## config.mk

```make
export PLATFORM = sky130hd
export DESIGN_NAME = aligned_first_fit_allocator
export DESIGN_NICKNAME = d
export VERILOG_FILES = /design/src/rtl/afa_pkg.sv /design/src/rtl/afa_ram.sv /design/src/rtl/afa_ctrl.sv /design/src/rtl/afa_dp.sv /design/src/rtl/aligned_first_fit_allocator.sv
export VERILOG_INCLUDE_DIRS = /design/src /design/src/rtl
export SDC_FILE = /design/constraint.sdc
export NUM_CORES = 2
export LEC_CHECK = 0
export ABC_AREA = 0
export BUFFER_PORTS_ARGS = -buffer_cell sky130_fd_sc_hd__buf_2
export CAP_MARGIN = 20
export CORE_ASPECT_RATIO = 0.6
export CORE_MARGIN = 2
export CORE_UTILIZATION = 55
export DETAILED_ROUTE_END_ITERATION = 16
export HOLD_SLACK_MARGIN = 0.15
export PLACE_DENSITY_LB_ADDON = 0.05
export SETUP_SLACK_MARGIN = 0.1
export SLEW_MARGIN = 30
export SYNTH_ARGS = -nofsm -noshare
export SYNTH_HDL_FRONTEND = slang
export SYNTH_SLANG_ARGS = --single-unit
```

## constraint.sdc

```tcl
create_clock -name clk -period 20.5 [get_ports clk]
set_input_delay 4.1 -clock clk [delete_from_list [all_inputs] [get_ports clk]]
set_output_delay 4.1 -clock clk [all_outputs]
set_load 0.005 [all_outputs]
```

## src/rtl/assert_macros.svh

```systemverilog
// Assertion helper macros for the allocator RTL.
// No dependencies; included by the top level only.
`ifndef ASSERT_MACROS_SVH
`define ASSERT_MACROS_SVH

// Implication checked on every clock edge outside reset.
`define AFA_ASSERT_IMP(lbl, clk, rst, ante, cons) \
  lbl: assert property (@(posedge clk) disable iff (rst) (ante) |-> (cons)) \
    else $error("assertion failed");

// Next-cycle implication checked outside reset.
`define AFA_ASSERT_NXT(lbl, clk, rst, ante, cons) \
  lbl: assert property (@(posedge clk) disable iff (rst) (ante) |=> (cons)) \
    else $error("assertion failed");

`endif

```

## src/rtl/afa_pkg.sv

```systemverilog
// Shared types and codes for the aligned first-fit allocator.
// No dependencies; used by the controller, datapath and top level.
package afa_pkg;

  localparam logic OP_ALLOC = 1'b0;
  localparam logic OP_FREE  = 1'b1;

  localparam logic [1:0] ST_OK    = 2'd0;
  localparam logic [1:0] ST_NOFIT = 2'd1;
  localparam logic [1:0] ST_DROP  = 2'd2;
  localparam logic [1:0] ST_RSV   = 2'd3;

  localparam logic REG_POOL_BASE = 1'b0;
  localparam logic REG_POOL_SIZE = 1'b1;

  typedef enum logic [3:0] {
    S_IDLE, S_START, S_FSTART, S_FRD, S_FEV, S_MRD, S_MEV, S_MVCHK,
    S_MVRD, S_MVWR, S_INSWR, S_ASTART, S_ARD, S_AEV, S_FIN, S_RESP
  } state_t;

  typedef enum logic [1:0] {RA_IDX, RA_NEXT, RA_MV} ra_sel_t;
  typedef enum logic [1:0] {WR_NONE, WR_MV, WR_INS, WR_CUR} wr_sel_t;
  typedef enum logic [2:0] {
    CUR_HOLD, CUR_NEXT, CUR_PREV, CUR_MERGE, CUR_TRIM, CUR_GAP
  } cur_sel_t;
  typedef enum logic {INS_FREE, INS_REST} ins_sel_t;

  typedef struct packed {
    logic     ld_req;
    logic     ld_pool;
    logic     clr_inst;
    logic     idx_clr;
    logic     idx_inc;
    ra_sel_t  ra;
    wr_sel_t  wr;
    cur_sel_t cur;
    logic     ld_cur;
    logic     ld_ins;
    ins_sel_t ins;
    logic     mv_up_start;
    logic     mv_dn_here;
    logic     mv_dn_next;
    logic     mv_step;
    logic     mv_up;
    logic     cnt_inc;
    logic     cnt_dec;
    logic     set_drop;
    logic     set_grant;
    logic     ld_out;
  } cmd_t;

  typedef struct packed {
    logic is_free;
    logic installed;
    logic inst;
    logic pool_zero;
    logic ovf;
    logic scan_end;
    logic full;
    logic gt;
    logic touch_next;
    logic touch_prev;
    logic has_next;
    logic merge_eq;
    logic fit;
    logic gap0;
    logic newl0;
    logic rest0;
    logic mv_done_up;
    logic mv_done_dn;
    logic out_free;
  } sts_t;

endpackage

```

## src/rtl/afa_ram.sv

```systemverilog
// Generic single-write, single-read RAM with registered read data.
// No dependencies.
module afa_ram #(
  parameter int WIDTH = 64,
  parameter int DEPTH = 32
) (
  input  logic                     clk,
  input  logic                     we,
  input  logic [$clog2(DEPTH)-1:0] waddr,
  input  logic [WIDTH-1:0]         wdata,
  input  logic [$clog2(DEPTH)-1:0] raddr,
  output logic [WIDTH-1:0]         rdata
);
  logic [WIDTH-1:0] mem [DEPTH];

  always_ff @(posedge clk) begin
    if (we) begin
      mem[waddr] <= wdata;
    end
    rdata <= mem[raddr];
  end
endmodule

```

## src/rtl/afa_ctrl.sv

```systemverilog
// Sequencer for the allocator: scan, merge, shift and response steps.
// Depends on afa_pkg; drives the datapath by command struct.
module afa_ctrl (
  input  logic          clk,
  input  logic          rst,
  input  logic          in_valid,
  output logic          in_stall,
  input  afa_pkg::sts_t sts,
  output afa_pkg::cmd_t cmd
);
  import afa_pkg::*;

  state_t state, state_next;
  logic   up, up_next;
  logic   ctx_merge, ctx_merge_next;

  always_ff @(posedge clk) begin
    if (rst) begin
      state     <= S_IDLE;
      up        <= 1'b0;
      ctx_merge <= 1'b0;
    end else begin
      state     <= state_next;
      up        <= up_next;
      ctx_merge <= ctx_merge_next;
    end
  end

  assign in_stall = (state != S_IDLE);

  always_comb begin
    state_next     = state;
    up_next        = up;
    ctx_merge_next = ctx_merge;
    cmd            = '0;
    cmd.mv_up      = up;
    case (state)
      S_IDLE: begin
        if (in_valid) begin
          cmd.ld_req = 1'b1;
          state_next = S_START;
        end
      end
      S_START: begin
        if (!sts.is_free && !sts.installed) begin
          cmd.ld_pool = 1'b1;
          state_next  = sts.pool_zero ? S_ASTART : S_FSTART;
        end else begin
          state_next = sts.is_free ? S_FSTART : S_ASTART;
        end
      end
      S_FSTART: begin
        cmd.idx_clr = 1'b1;
        state_next  = S_FRD;
      end
      S_FRD: begin
        if (sts.scan_end) begin
          if (sts.full) begin
            cmd.set_drop = !sts.inst;
            state_next   = S_FIN;
          end else begin
            cmd.ld_ins      = 1'b1;
            cmd.ins         = INS_FREE;
            cmd.mv_up_start = 1'b1;
            up_next         = 1'b1;
            state_next      = S_MVCHK;
          end
        end else begin
          cmd.ra     = RA_IDX;
          state_next = S_FEV;
        end
      end
      S_FEV: begin
        if (sts.gt) begin
          if (sts.touch_next) begin
            cmd.cur    = CUR_NEXT;
            cmd.wr     = WR_CUR;
            state_next = S_FIN;
          end else if (sts.full) begin
            cmd.set_drop = !sts.inst;
            state_next   = S_FIN;
          end else begin
            cmd.ld_ins      = 1'b1;
            cmd.ins         = INS_FREE;
            cmd.mv_up_start = 1'b1;
            up_next         = 1'b1;
            state_next      = S_MVCHK;
          end
        end else if (sts.touch_prev) begin
          cmd.cur    = CUR_PREV;
          cmd.ld_cur = 1'b1;
          state_next = S_MRD;
        end else begin
          cmd.idx_inc = 1'b1;
          state_next  = S_FRD;
        end
      end
      S_MRD: begin
        if (sts.has_next) begin
          cmd.ra     = RA_NEXT;
          state_next = S_MEV;
        end else begin
          cmd.cur    = CUR_HOLD;
          cmd.wr     = WR_CUR;
          state_next = S_FIN;
        end
      end
      S_MEV: begin
        if (sts.merge_eq) begin
          cmd.cur        = CUR_MERGE;
          cmd.ld_cur     = 1'b1;
          cmd.mv_dn_next = 1'b1;
          up_next        = 1'b0;
          ctx_merge_next = 1'b1;
          state_next     = S_MVCHK;
        end else begin
          cmd.cur    = CUR_HOLD;
          cmd.wr     = WR_CUR;
          state_next = S_FIN;
        end
      end
      S_MVCHK: begin
        if (up) begin
          state_next = sts.mv_done_up ? S_INSWR : S_MVRD;
        end else if (sts.mv_done_dn) begin
          cmd.cnt_dec = 1'b1;
          state_next  = ctx_merge ? S_MRD : S_FIN;
        end else begin
          state_next = S_MVRD;
        end
      end
      S_MVRD: begin
        cmd.ra     = RA_MV;
        state_next = S_MVWR;
      end
      S_MVWR: begin
        cmd.wr      = WR_MV;
        cmd.mv_step = 1'b1;
        state_next  = S_MVCHK;
      end
      S_INSWR: begin
        cmd.wr      = WR_INS;
        cmd.cnt_inc = 1'b1;
        state_next  = S_FIN;
      end
      S_ASTART: begin
        cmd.clr_inst = 1'b1;
        if (sts.ovf) begin
          state_next = S_FIN;
        end else begin
          cmd.idx_clr = 1'b1;
          state_next  = S_ARD;
        end
      end
      S_ARD: begin
        if (sts.scan_end) begin
          state_next = S_FIN;
        end else begin
          cmd.ra     = RA_IDX;
          state_next = S_AEV;
        end
      end
      S_AEV: begin
        if (!sts.fit) begin
          cmd.idx_inc = 1'b1;
          state_next  = S_ARD;
        end else begin
          cmd.set_grant = 1'b1;
          if (sts.gap0) begin
            if (sts.newl0) begin
              cmd.mv_dn_here = 1'b1;
              up_next        = 1'b0;
              ctx_merge_next = 1'b0;
              state_next     = S_MVCHK;
            end else begin
              cmd.cur    = CUR_TRIM;
              cmd.wr     = WR_CUR;
              state_next = S_FIN;
            end
          end else begin
            cmd.cur = CUR_GAP;
            cmd.wr  = WR_CUR;
            if (!sts.rest0 && !sts.full) begin
              cmd.ld_ins      = 1'b1;
              cmd.ins         = INS_REST;
              cmd.idx_inc     = 1'b1;
              cmd.mv_up_start = 1'b1;
              up_next         = 1'b1;
              state_next      = S_MVCHK;
            end else begin
              state_next = S_FIN;
            end
          end
        end
      end
      S_FIN: begin
        state_next = sts.inst ? S_ASTART : S_RESP;
      end
      S_RESP: begin
        if (sts.out_free) begin
          cmd.ld_out = 1'b1;
          state_next = S_IDLE;
        end
      end
      default: begin
        state_next = S_IDLE;
      end
    endcase
  end
endmodule

```

## src/rtl/afa_dp.sv

```systemverilog
// Datapath: segment table RAM, scan/move indexes, operand and result registers.
// Depends on afa_pkg and afa_ram.
module afa_dp #(
  parameter int MAX_SEGMENTS = 32,
  parameter int ALIGNMENT    = 64
) (
  input  logic          clk,
  input  logic          rst,
  input  logic          cfg_we,
  input  logic          cfg_index,
  input  logic [31:0]   cfg_data,
  input  logic          op,
  input  logic [31:0]   req_size,
  input  logic [31:0]   free_address,
  output logic          out_valid,
  input  logic          out_stall,
  output logic [1:0]    status,
  output logic [31:0]   grant_address,
  output logic [31:0]   grant_size,
  input  afa_pkg::cmd_t cmd,
  output afa_pkg::sts_t sts
);
  import afa_pkg::*;

  localparam int          AW   = $clog2(MAX_SEGMENTS);
  localparam int          IW   = $clog2(MAX_SEGMENTS + 1);
  localparam logic [31:0] MASK = 32'(ALIGNMENT - 1);
  localparam logic [31:0] ALN  = 32'(ALIGNMENT);
  localparam logic [IW:0] MAXC = (IW + 1)'(MAX_SEGMENTS);

  logic [31:0]   pool_base, pool_size;
  logic          op_r, installed, inst;
  logic [31:0]   fa, fs, asz;
  logic          ovf;
  logic [IW-1:0] idx, count, k;
  logic [31:0]   cur_b, cur_l, ins_b, ins_l;
  logic [1:0]    st;
  logic [31:0]   ga, gs;

  logic [63:0]   rdata, wdata;
  logic [AW-1:0] raddr, waddr;
  logic          we;
  logic [31:0]   rd_b, rd_l, gap_raw, gap, avail, rest;
  logic [31:0]   cur_b_next, cur_l_next;
  logic [IW:0]   idx1, k1;
  logic [IW-1:0] ksrc;

  assign rd_b    = rdata[63:32];
  assign rd_l    = rdata[31:0];
  assign gap_raw = rd_b & MASK;
  assign gap     = (gap_raw == 32'd0) ? 32'd0 : ALN - gap_raw;
  assign avail   = rd_l - gap;
  assign rest    = avail - asz;
  assign idx1    = {1'b0, idx} + 1'b1;
  assign k1      = {1'b0, k} + 1'b1;
  assign ksrc    = cmd.mv_up ? (k - 1'b1) : k1[IW-1:0];

  always_comb begin
    cur_b_next = cur_b;
    cur_l_next = cur_l;
    case (cmd.cur)
      CUR_HOLD:  begin cur_b_next = cur_b;       cur_l_next = cur_l;        end
      CUR_NEXT:  begin cur_b_next = fa;          cur_l_next = rd_l + fs;    end
      CUR_PREV:  begin cur_b_next = rd_b;        cur_l_next = rd_l + fs;    end
      CUR_MERGE: begin cur_b_next = cur_b;       cur_l_next = cur_l + rd_l; end
      CUR_TRIM:  begin cur_b_next = rd_b + asz;  cur_l_next = rd_l - asz;   end
      CUR_GAP:   begin cur_b_next = rd_b;        cur_l_next = gap;          end
      default:   begin cur_b_next = cur_b;       cur_l_next = cur_l;        end
    endcase
  end

  always_comb begin
    case (cmd.ra)
      RA_IDX:  raddr = idx[AW-1:0];
      RA_NEXT: raddr = idx1[AW-1:0];
      RA_MV:   raddr = ksrc[AW-1:0];
      default: raddr = idx[AW-1:0];
    endcase
    we    = 1'b0;
    waddr = idx[AW-1:0];
    wdata = {cur_b_next, cur_l_next};
    case (cmd.wr)
      WR_NONE: we = 1'b0;
      WR_MV:   begin we = 1'b1; waddr = k[AW-1:0]; wdata = rdata; end
      WR_INS:  begin we = 1'b1; wdata = {ins_b, ins_l}; end
      WR_CUR:  we = 1'b1;
      default: we = 1'b0;
    endcase
  end

  afa_ram #(.WIDTH(64), .DEPTH(MAX_SEGMENTS)) u_table (
    .clk   (clk),
    .we    (we),
    .waddr (waddr),
    .wdata (wdata),
    .raddr (raddr),
    .rdata (rdata)
  );

  // control registers
  always_ff @(posedge clk) begin
    if (rst) begin
      pool_base <= '0;
      pool_size <= '0;
      installed <= 1'b0;
      inst      <= 1'b0;
      count     <= '0;
      out_valid <= 1'b0;
    end else begin
      if (cfg_we) begin
        if (cfg_index == REG_POOL_BASE) pool_base <= cfg_data;
        else                            pool_size <= cfg_data;
      end
      if (cmd.ld_pool) begin
        installed <= 1'b1;
        inst      <= 1'b1;
      end else if (cmd.clr_inst) begin
        inst <= 1'b0;
      end
      if (cmd.cnt_inc)      count <= count + 1'b1;
      else if (cmd.cnt_dec) count <= count - 1'b1;
      if (cmd.ld_out)       out_valid <= 1'b1;
      else if (!out_stall)  out_valid <= 1'b0;
    end
  end

  // payload registers
  always_ff @(posedge clk) begin
    if (cmd.ld_req) begin
      op_r <= op;
      fa   <= free_address;
      fs   <= req_size;
      ovf  <= (req_size > ~MASK);
      asz  <= (req_size + MASK) & ~MASK;
      st   <= (op == OP_FREE) ? ST_OK : ST_NOFIT;
      ga   <= '0;
      gs   <= '0;
    end
    if (cmd.ld_pool) begin
      fa <= pool_base;
      fs <= pool_size;
    end
    if (cmd.idx_clr)      idx <= '0;
    else if (cmd.idx_inc) idx <= idx1[IW-1:0];
    if (cmd.ld_cur) begin
      cur_b <= cur_b_next;
      cur_l <= cur_l_next;
    end
    if (cmd.ld_ins) begin
      if (cmd.ins == INS_REST) begin
        ins_b <= rd_b + gap + asz;
        ins_l <= rest;
      end else begin
        ins_b <= fa;
        ins_l <= fs;
      end
    end
    if (cmd.mv_up_start)     k <= count;
    else if (cmd.mv_dn_here) k <= idx;
    else if (cmd.mv_dn_next) k <= idx1[IW-1:0];
    else if (cmd.mv_step)    k <= cmd.mv_up ? (k - 1'b1) : k1[IW-1:0];
    if (cmd.set_drop) st <= ST_DROP;
    if (cmd.set_grant) begin
      st <= ST_OK;
      ga <= rd_b + gap;
      gs <= asz + (((gap != 32'd0) && sts.full) ? rest : 32'd0);
    end
    if (cmd.ld_out) begin
      status        <= st;
      grant_address <= ga;
      grant_size    <= gs;
    end
  end

  always_comb begin
    sts.is_free    = (op_r == OP_FREE);
    sts.installed  = installed;
    sts.inst       = inst;
    sts.pool_zero  = (pool_size == 32'd0);
    sts.ovf        = ovf;
    sts.scan_end   = (idx == count);
    sts.full       = ({1'b0, count} >= MAXC);
    sts.gt         = (rd_b > fa);
    sts.touch_next = ((fa + fs) == rd_b);
    sts.touch_prev = ((rd_b + rd_l) == fa);
    sts.has_next   = (idx1 < {1'b0, count});
    sts.merge_eq   = (rd_b == (cur_b + cur_l));
    sts.fit        = (gap <= rd_l) && (avail >= asz);
    sts.gap0       = (gap == 32'd0);
    sts.newl0      = (rd_l == asz);
    sts.rest0      = (rest == 32'd0);
    sts.mv_done_up = (k == idx);
    sts.mv_done_dn = (k1 >= {1'b0, count});
    sts.out_free   = !out_valid || !out_stall;
  end
endmodule

```

## src/rtl/aligned_first_fit_allocator.sv

```systemverilog
// Top level of the aligned first-fit allocator: controller plus datapath.
// Depends on afa_pkg, afa_ctrl, afa_dp (with afa_ram) and assert_macros.svh.
//
// channel   direction  handshake             payload
// cfg       in         cfg_we                cfg_index, cfg_data
// request   in         in_valid / in_stall   op, req_size, free_address
// response  out        out_valid / out_stall status, grant_address, grant_size
//
// One transaction in flight at a time; the time a request takes grows with each
// scanned segment and each table entry shifted; the first allocate also runs the
// pool insert first, unless the pool size is zero. A free that merges a long run
// of touching segments shifts the table once per merge. Shifts are slow because
// the segment table RAM has one read port with registered data, so they move one
// entry per check/read/write step.
// Reset is synchronous: table count, start-up flag and handshakes clear; the
// table RAM itself is not cleared (only entries below the count are read).
// A finished response sits in the output register while the next request waits
// in idle; out_stall holds that register and keeps the next response in S_RESP.
`include "assert_macros.svh"

module aligned_first_fit_allocator #(
  parameter int MAX_SEGMENTS = 32,
  parameter int ALIGNMENT    = 64
) (
  input  logic        clk,
  input  logic        rst,
  input  logic        cfg_we,
  input  logic        cfg_index,
  input  logic [31:0] cfg_data,
  input  logic        in_valid,
  output logic        in_stall,
  input  logic        op,
  input  logic [31:0] req_size,
  input  logic [31:0] free_address,
  output logic        out_valid,
  input  logic        out_stall,
  output logic [1:0]  status,
  output logic [31:0] grant_address,
  output logic [31:0] grant_size
);
  import afa_pkg::*;

  cmd_t cmd;   // controller -> datapath strobes and selects
  sts_t sts;   // datapath flags back to the sequencer
  logic grant_zero;

  afa_ctrl u_ctrl (
    .clk      (clk),
    .rst      (rst),
    .in_valid (in_valid),
    .in_stall (in_stall),
    .sts      (sts),
    .cmd      (cmd)
  );

  afa_dp #(
    .MAX_SEGMENTS (MAX_SEGMENTS),
    .ALIGNMENT    (ALIGNMENT)
  ) u_dp (
    .clk           (clk),
    .rst           (rst),
    .cfg_we        (cfg_we),
    .cfg_index     (cfg_index),
    .cfg_data      (cfg_data),
    .op            (op),
    .req_size      (req_size),
    .free_address  (free_address),
    .out_valid     (out_valid),
    .out_stall     (out_stall),
    .status        (status),
    .grant_address (grant_address),
    .grant_size    (grant_size),
    .cmd           (cmd),
    .sts           (sts)
  );

  assign grant_zero = (grant_address == 32'd0) && (grant_size == 32'd0);

  // an accepted request keeps the input side busy
  `AFA_ASSERT_NXT(a_busy_after_accept, clk, rst, in_valid && !in_stall, in_stall)
  // reserved status code never leaves the block
  `AFA_ASSERT_IMP(a_no_rsv_status, clk, rst, out_valid, status != ST_RSV)
  // responses with a status other than OK (drop or no fit) carry no grant
  `AFA_ASSERT_IMP(a_no_grant_on_fail, clk, rst, out_valid && status != ST_OK, grant_zero)
endmodule
```

# Word level (Yosys, flattened, before mapping)

Memories as Yosys holds them, arrays and structs flattened. A register that Yosys moved wholly into a read port is not among the register bits.
Cells that the tools add are included.

Add/sub/neg operators: 19
Order comparisons: 7
Eq/ne operators: 43
Multiplexer cells: 127
Bitwise logic cells: 1
Reduce and logical (&&, ||, !) cells: 37

Operators with widths:

| operator                | count |
|---|---|
| $mux W32                | 11 |
| $add A32 B32 Y32        | 9 |
| $eq A32 B32 Y1          | 4 |
| $logic_not A32 Y1       | 4 |
| $pmux W32 S4            | 1 |
| $pmux W64 S2            | 1 |
| $pmux W32 S3            | 1 |
| $sub A32 B32 Y32        | 3 |
| $mux W4                 | 19 |
| $pmux W4 S16            | 1 |
| $mux W1                 | 50 |
| $mux W6                 | 7 |
| $add A32 B6 Y32 const B | 1 |
| $eq A4 B4 Y1 const B    | 8 |
| $ge A32 B32 Y1          | 1 |
| $gt A32 B32 Y1          | 1 |
| $gt A32 B32 Y1 const B  | 1 |
| $le A32 B32 Y1          | 1 |
| $reduce_bool A32 Y1     | 1 |
| $mux W3                 | 10 |
| $mux W5                 | 6 |
| $eq A4 B3 Y1 const B    | 4 |
| $mux W2                 | 8 |
| $ne A2 B2 Y1 const B    | 8 |
| 38 further kinds        | 73 |

Register bits after elaboration: 443
Memory bits (writable): 2048
Input bits: 103
Output and inout port bits: 68
Memories kept: 1

Memories:

| memory           | depth | width | rd ports | clocked after Yosys merged registers in | write ports | line          | RTL |
|---|---|---|---|---|---|---|---|
| u_dp.u_table.mem | 32    | 64    | 1        | 1                                       | 1           | afa_ram.sv:14 | `logic [WIDTH-1:0] mem [DEPTH];` |

# Logic depth before layout (Yosys ltp)

Depth after elaboration: 13
Gate-level depth with buffers: 36
Mapped depth without buffers: 34

# By module

From an unflattened synthesis, not the netlist that was laid out.

Cell total of the unflattened synthesis: 7475
Area total of the unflattened synthesis: 117391.3 um2

Modules (own cells, without submodules):

| module   | instances | cells an instance | area each (um2) |
|---|---|---|---|
| afa_ram  | 1         | 3096              | 78964.5 |
| afa_dp   | 1         | 4224              | 37410.9 |
| afa_ctrl | 1         | 155               | 1016.0 |

# Worst setup path before layout

No wires, ideal clock.

Kind: register -> register
From: register u_dp.u_table.rdata[32] (read register of u_dp.u_table.mem)
To: memory u_dp.u_table.mem[24][0], enable pin
Arrival time: 9.642 ns
Data required time: 20.013 ns
Setup slack: 10.371 ns
Stages on the path, launching flop included: 36
Clock period less this slack: 10.129 ns
Path through: dfxtp_1 -> clkbuf_1 -> inv_1 -> ha_1 -> nor2b_1 -> nand2_1 -> nand2_1 -> o21a_1 -> ha_1 -> o21ai_0 -> a21boi_0 -> o21ai_0 -> nand2b_1 -> nor2_1 -> nand2_1 -> or3_1 -> xnor2_1 -> ha_1 -> a21o_1 -> a21o_1 -> a21oi_1 -> and2_1 -> a21oi_1 -> o21ai_0 -> a21oi_2 -> and2_1 -> or4_1 -> nor2_1 -> ha_1 -> clkbuf_1 -> clkbuf_1 -> clkbuf_1 -> nand2_1 -> o32ai_1 -> nand2_1 -> nor2_1

Longest elaborated chain between the ends: 12
Elaborated cells on any way between the ends: 26
Classes of those cells: add/sub (2); order compare (3); eq/ne (5); mux (11); reduce/logical (5)

RTL lines:

| item                                                      | line            | RTL |
|---|---|---|
| start, declared                                           | afa_ram.sv:12   | `output logic [WIDTH-1:0] rdata` |
| $sub A7 B6 Y8 / $logic_not A32 Y1 (equally long branches) | afa_dp.sv:51    | `assign gap = (gap_raw == 32'd0) ? 32'd0 : ALN - gap_raw;` |
| $mux W32                                                  | afa_dp.sv:51    |  |
| $sub A32 B32 Y32                                          | afa_dp.sv:52    | `assign avail = rd_l - gap;` |
| $ge A32 B32 Y1                                            | afa_dp.sv:188   | `sts.fit = (gap <= rd_l) && (avail >= asz);` |
| $logic_and A1 B1 Y1                                       | afa_dp.sv:188   |  |
| $mux W5                                                   | afa_ctrl.sv:164 | `if (!sts.fit) begin` |
| $pmux W2 S6 (*)                                           | afa_ctrl.sv:37  | `case (state)` |
| $eq A2 B1 Y1 / $eq A2 B2 Y1 (equally long branches)       | afa_dp.sv:82    | `case (cmd.wr)` |
| $reduce_or A3 Y1 (no source line)                         | n/a             |  |
| $pmux W1 S2                                               | afa_dp.sv:82    |  |
| $mux W1                                                   | afa_ram.sv:17   | `if (we) begin` |
| $mux W1 (not written as such)                             | afa_ram.sv:18   | `mem[waddr] <= wdata;` |
| end, declared                                             | afa_ram.sv:14   |  |

Mark *: on every way between the ends. The rest lies on a longest branch, timed or not.

# Worst setup path in the final report

From: register u_dp.u_table.rdata[32] (read register of u_dp.u_table.mem)
To: memory u_dp.u_table.mem[3][22], enable pin

The elaborated chain is that of the path after synthesis.

==> summary.log <==
[sta] total of endpoints with negative setup slack in the final report 0
[die] effective utilization at floorplan 0.552
[worst_setup_path] crit path capture u_dp.u_table.mem[3][22]
[worst_setup_path] peak fanout along the critical path 45
[drt] detail-routed via count per cell 6.61
[worst_setup_path] Worst Setup SP u_dp.u_table.rdata[32]
[sta] number of hold violations in the final report 0
[sta] final count of pins violating max slew 0
[die] area of the core 0.219 mm2
[worst_setup_path] worst reg2reg setup slack 9.55 ns
[synth] Synth area leaders sky130_fd_sc_hd__edfxtp_1 (60%), sky130_fd_sc_hd__nand2_1 (8.0%), sky130_fd_sc_hd__ha_1 (3.3%)
[synth] Unique masters post-synth 110
[synth] count of mapped cells out of synthesis 10608
[worst_setup_path] type of origin of the critical path register
[drt] via count of the routed design 90728
[drt] detail-routed net length per standard cell 31.5 um
[placement] IO buf count 170
[pwr] peak ir drop on the vdd network 0.0000959 V
[global_route] total routing usage reported by global routing 0.377
[clock_tree] total clock buffers created by CTS 229
[worst_setup_path] worst reg2reg path depth 33
[global_route] first-pass GRT wire length 609 mm
[clock_tree] total of cells resized after clock tree synthesis 0
[clock_tree] TritonCTS Sinks 2555
[layout] number of flip-flops under the largest register name 2048
[sta] slew of the pin with the lowest slew margin 1.19 ns
[clock_tree] number of buffers inserted to repair setup after CTS 0
[hold_path] worst hold path type register to register
[synth] area share of the largest cell type after synthesis 0.597
[sta] post-route minimum period 10.95 ns
[layout] Final Util 0.608
[global_route] number of antenna violations at the first check in global routing 29
[placement] total cell area at the placement stage 0.125 mm2
[outcome] result of the run finished clean
[synth] Post-synth EDFFs 2404
[placement] Final GP Congestion 1.10
[synth] largest area contributor in the synthesized netlist sky130_fd_sc_hd__edfxtp_1
[layout] count of non-filler cells in the finished layout 13720
[drt] final WL 432 mm
[clock_tree] number of buffers on the longest clock path 4
[worst_setup_path] Critical Path RT 20.99 ns
[pwr] leakage power figure 46.9 nW
[worst_setup_path] critical path's slowest cell sky130_fd_sc_hd__nor2_4
[sta] final clock skew 0.101 ns
[synth] Async S/R FF share, synth 0
[die] die boundary width 609 um
[placement] dpl ws 9.87 ns
[synth] number of synthesis warnings 0
[synth] Syn Std Cell Area 0.121 mm2
[die] number of placement rows 133
[flow_run] max-capacitance violation count 0
[synth] average cell area after synthesis 11.4 um2
[layout] Final Net Count 11045
[sta] maximum clock frequency 91.3 MHz
[sta] share of the clock period used by the worst path after layout 0.534
[sta] final setup margin 9.55 ns
[drt] DRC violation count after routing 0
[sta] total negative slack 0 ns
[clock_tree] Max H-tree Level 4
[synth] top_reg_cell synth sky130_fd_sc_hd__edfxtp_1
[global_route] number of global-route vias before repair 82476
[worst_setup_path] endpoint type of the worst setup path register
[die] total die area 0.224 mm2
[global_route] remaining global-route overflow 0
[pwr] PD cells 132 mW/mm2
[worst_setup_path] Critical R2R Capture u_dp.u_table.mem[3][22]
[sta] unrepaired setup endpoints after global routing false
[worst_setup_path] startpoint of the worst register-to-register path u_dp.u_table.rdata[32]
[layout] Layout Cell Area excl Fill 0.133 mm2
[clock_tree] number of buffers inserted by hold repair at cts 0
[pwr] overall power after layout 17.6 mW
[layout] register with the highest flop count u_dp.u_table.mem
[worst_setup_path] crit path kind register to register
[clock_tree] root buffer cell sky130_fd_sc_hd__clkbuf_16
[drt] number of detailed-route iterations in the first pass 7
[worst_setup_path] arrival time at the worst endpoint 11.44 ns
[layout] biggest registers after layout u_dp.u_table.mem x2048, u_dp.u_table.rdata x64
[placement] placed instance count 13270
[drt] number of nets with antenna violations after detailed routing 0
[layout] fraction of final layout cells with drive strength greater than 1 0.0950
[drt] detailed router's first-iteration violation count 14871
[global_route] pin count of the biggest net entering global routing 182
[die] number of top-level pins 171
[synth] Seq cells post-synth 2555
[clock_tree] clock tree from TritonCTS done
[worst_setup_path] Worst path max stage delay 0.82 ns
[clock_tree] worst-skew pair later-pin latency 0.93 ns
[sta] Slew HR 0.204
[layout] growth of design area from synthesis to finish 10.0%
[synth] post-synthesis sequential area ratio 0.622
[placement] DP HPWL 293 mm
[die] die outline height 367 um
[sta] WHS 0.407 ns
[clock_tree] register clock-pin slew on the reported worst setup and hold paths 0.09 ns
-- where the power goes --
group / internal (mW) / total (mW) / leakage, nW / switching (mW)
registers: 6.00 / 6.41 / 23.0 / 0.407
logic: 2.11 / 6.84 / 20.3 / 4.73
clock network: 2.36 / 4.34 / 3.58 / 1.98
-- cells in the mapped netlist (21+ instances only) --
| master | n |
|---|---|
| sky130_fd_sc_hd__a2111oi_0 | 21 |
| sky130_fd_sc_hd__a211oi_1 | 34 |
| sky130_fd_sc_hd__a21o_1 | 111 |
| sky130_fd_sc_hd__a21oi_1 | 406 |
| sky130_fd_sc_hd__a221o_1 | 41 |
| sky130_fd_sc_hd__a221oi_1 | 26 |
| sky130_fd_sc_hd__a22oi_1 | 46 |
| sky130_fd_sc_hd__a311oi_1 | 435 |
| sky130_fd_sc_hd__a31oi_1 | 119 |
| sky130_fd_sc_hd__and2_1 | 52 |
| sky130_fd_sc_hd__and3_1 | 274 |
| sky130_fd_sc_hd__buf_1 | 44 |
| sky130_fd_sc_hd__buf_2 | 38 |
| sky130_fd_sc_hd__clkbuf_1 | 554 |
| sky130_fd_sc_hd__dfxtp_1 | 151 |
| sky130_fd_sc_hd__edfxtp_1 | 2404 |
| sky130_fd_sc_hd__ha_1 | 322 |
| sky130_fd_sc_hd__inv_1 | 161 |
| sky130_fd_sc_hd__mux2_2 | 106 |
| sky130_fd_sc_hd__mux2i_1 | 43 |
| sky130_fd_sc_hd__nand2_1 | 2574 |
| sky130_fd_sc_hd__nand2b_1 | 56 |
| sky130_fd_sc_hd__nand3_1 | 721 |
| sky130_fd_sc_hd__nand4_1 | 78 |
| sky130_fd_sc_hd__nor2_1 | 388 |
| sky130_fd_sc_hd__nor2b_1 | 46 |
| sky130_fd_sc_hd__nor3_1 | 94 |
| sky130_fd_sc_hd__nor4_1 | 35 |
| sky130_fd_sc_hd__o211ai_1 | 39 |
| sky130_fd_sc_hd__o21a_1 | 97 |
| sky130_fd_sc_hd__o21ai_0 | 199 |
| sky130_fd_sc_hd__o21ai_1 | 45 |
| sky130_fd_sc_hd__o21bai_1 | 33 |
| sky130_fd_sc_hd__o22ai_1 | 31 |
| sky130_fd_sc_hd__o31ai_1 | 83 |
| sky130_fd_sc_hd__or2_2 | 26 |
| sky130_fd_sc_hd__or3_1 | 35 |
| sky130_fd_sc_hd__xnor2_1 | 220 |
| sky130_fd_sc_hd__xor2_1 | 148 |
-- final cells by class --
cell class / count / area (um2)
multi-input combinational: 7244 / 43200
sequential: 2555 / 75200
fill: 17242 / 85800
timing repair buffer: 417 / 2980
inverter: 162 / 608
antenna: 26 / 65.1
tap: 2902 / 3630
clock inverter: 109 / 1190
clock buffer: 305 / 6170
-- worst max-delay path: cells and delay by family (launching register included) --
kind / cells / cell delay [ns]
AND/OR/NAND/NOR: 14 / 4.55
AO/OA/AOI/OAI: 11 / 2.61
flip-flops: 1 / 0.60
adder cells (fa/ha/maj): 4 / 1.25
XOR/XNOR: 1 / 0.15
buffers and inverters: 3 / 1.23
-- cell families (layout without fill, tap and decap cells) --
family                   Yosys count  after routing  share of synthesized area
AO/OA/AOI/OAI                   1911           1911                      0.112
multiplexers                     162            162                     0.0146
flip-flops                      2555           2555                      0.622
AND/OR/NAND/NOR                 4466           4466                      0.163
buffers and inverters            810            993                     0.0262
adder cells (fa/ha/maj)          333            333                     0.0351
XOR/XNOR                         369            369                     0.0268
other                              2             29                  0.0000621
-- placed cells by master, fill, tap and decap left out, types with 42 or more instances in the layout --
master                      instances
sky130_fd_sc_hd__inv_1            160
sky130_fd_sc_hd__o21a_1            67
sky130_fd_sc_hd__buf_2            172
sky130_fd_sc_hd__nand4_1           78
sky130_fd_sc_hd__o21ai_0          198
sky130_fd_sc_hd__and2_1            51
sky130_fd_sc_hd__dfxtp_1          151
sky130_fd_sc_hd__nand2b_1          56
sky130_fd_sc_hd__mux2_2           105
sky130_fd_sc_hd__ha_1             319
sky130_fd_sc_hd__nor2_1           350
sky130_fd_sc_hd__a21o_1           108
sky130_fd_sc_hd__a311oi_1         434
sky130_fd_sc_hd__nor2b_1           45
sky130_fd_sc_hd__clkbuf_16        229
sky130_fd_sc_hd__mux2i_1           42
sky130_fd_sc_hd__nor3_1            92
sky130_fd_sc_hd__nand3_1          721
sky130_fd_sc_hd__a21oi_1          405
sky130_fd_sc_hd__buf_4            221
sky130_fd_sc_hd__xor2_1           148
sky130_fd_sc_hd__a31oi_1          114
sky130_fd_sc_hd__xnor2_1          218
sky130_fd_sc_hd__a22oi_1           46
sky130_fd_sc_hd__edfxtp_1        2404
sky130_fd_sc_hd__o21ai_1           44
sky130_fd_sc_hd__clkbuf_1          61
sky130_fd_sc_hd__and3_1           274
sky130_fd_sc_hd__o31ai_1           80
sky130_fd_sc_hd__nand2_1         2570
-- per-layer routing --
metal	GRT usage	wire (um)	vias up
li1	-	-	39394
met1	0.578	187000	45057
met2	0.484	166000	5683
met3	0.164	67300	584
met4	0.0867	10800	10
met5	0.0115	409	-
-- worst min path at each step --
stage / end / from / slack [ns] / depth (start not counted)
final: u_dp.grant_size[10] / u_dp.gs[10] / 0.41 / 0
after global routing: u_dp.grant_size[27] / u_dp.gs[27] / 0.42 / 0
after CTS: u_dp.grant_size[10] / u_dp.gs[10] / 0.42 / 0
after detailed placement: u_dp.grant_address[18] / u_dp.ga[18] / 0.41 / 0
after global placement: u_dp.grant_size[0] / u_dp.gs[0] / 0.40 / 0
after floorplan: u_dp.grant_address[0] / u_dp.ga[0] / 0.40 / 0
Note: power is estimated with default switching activity, not from simulation.
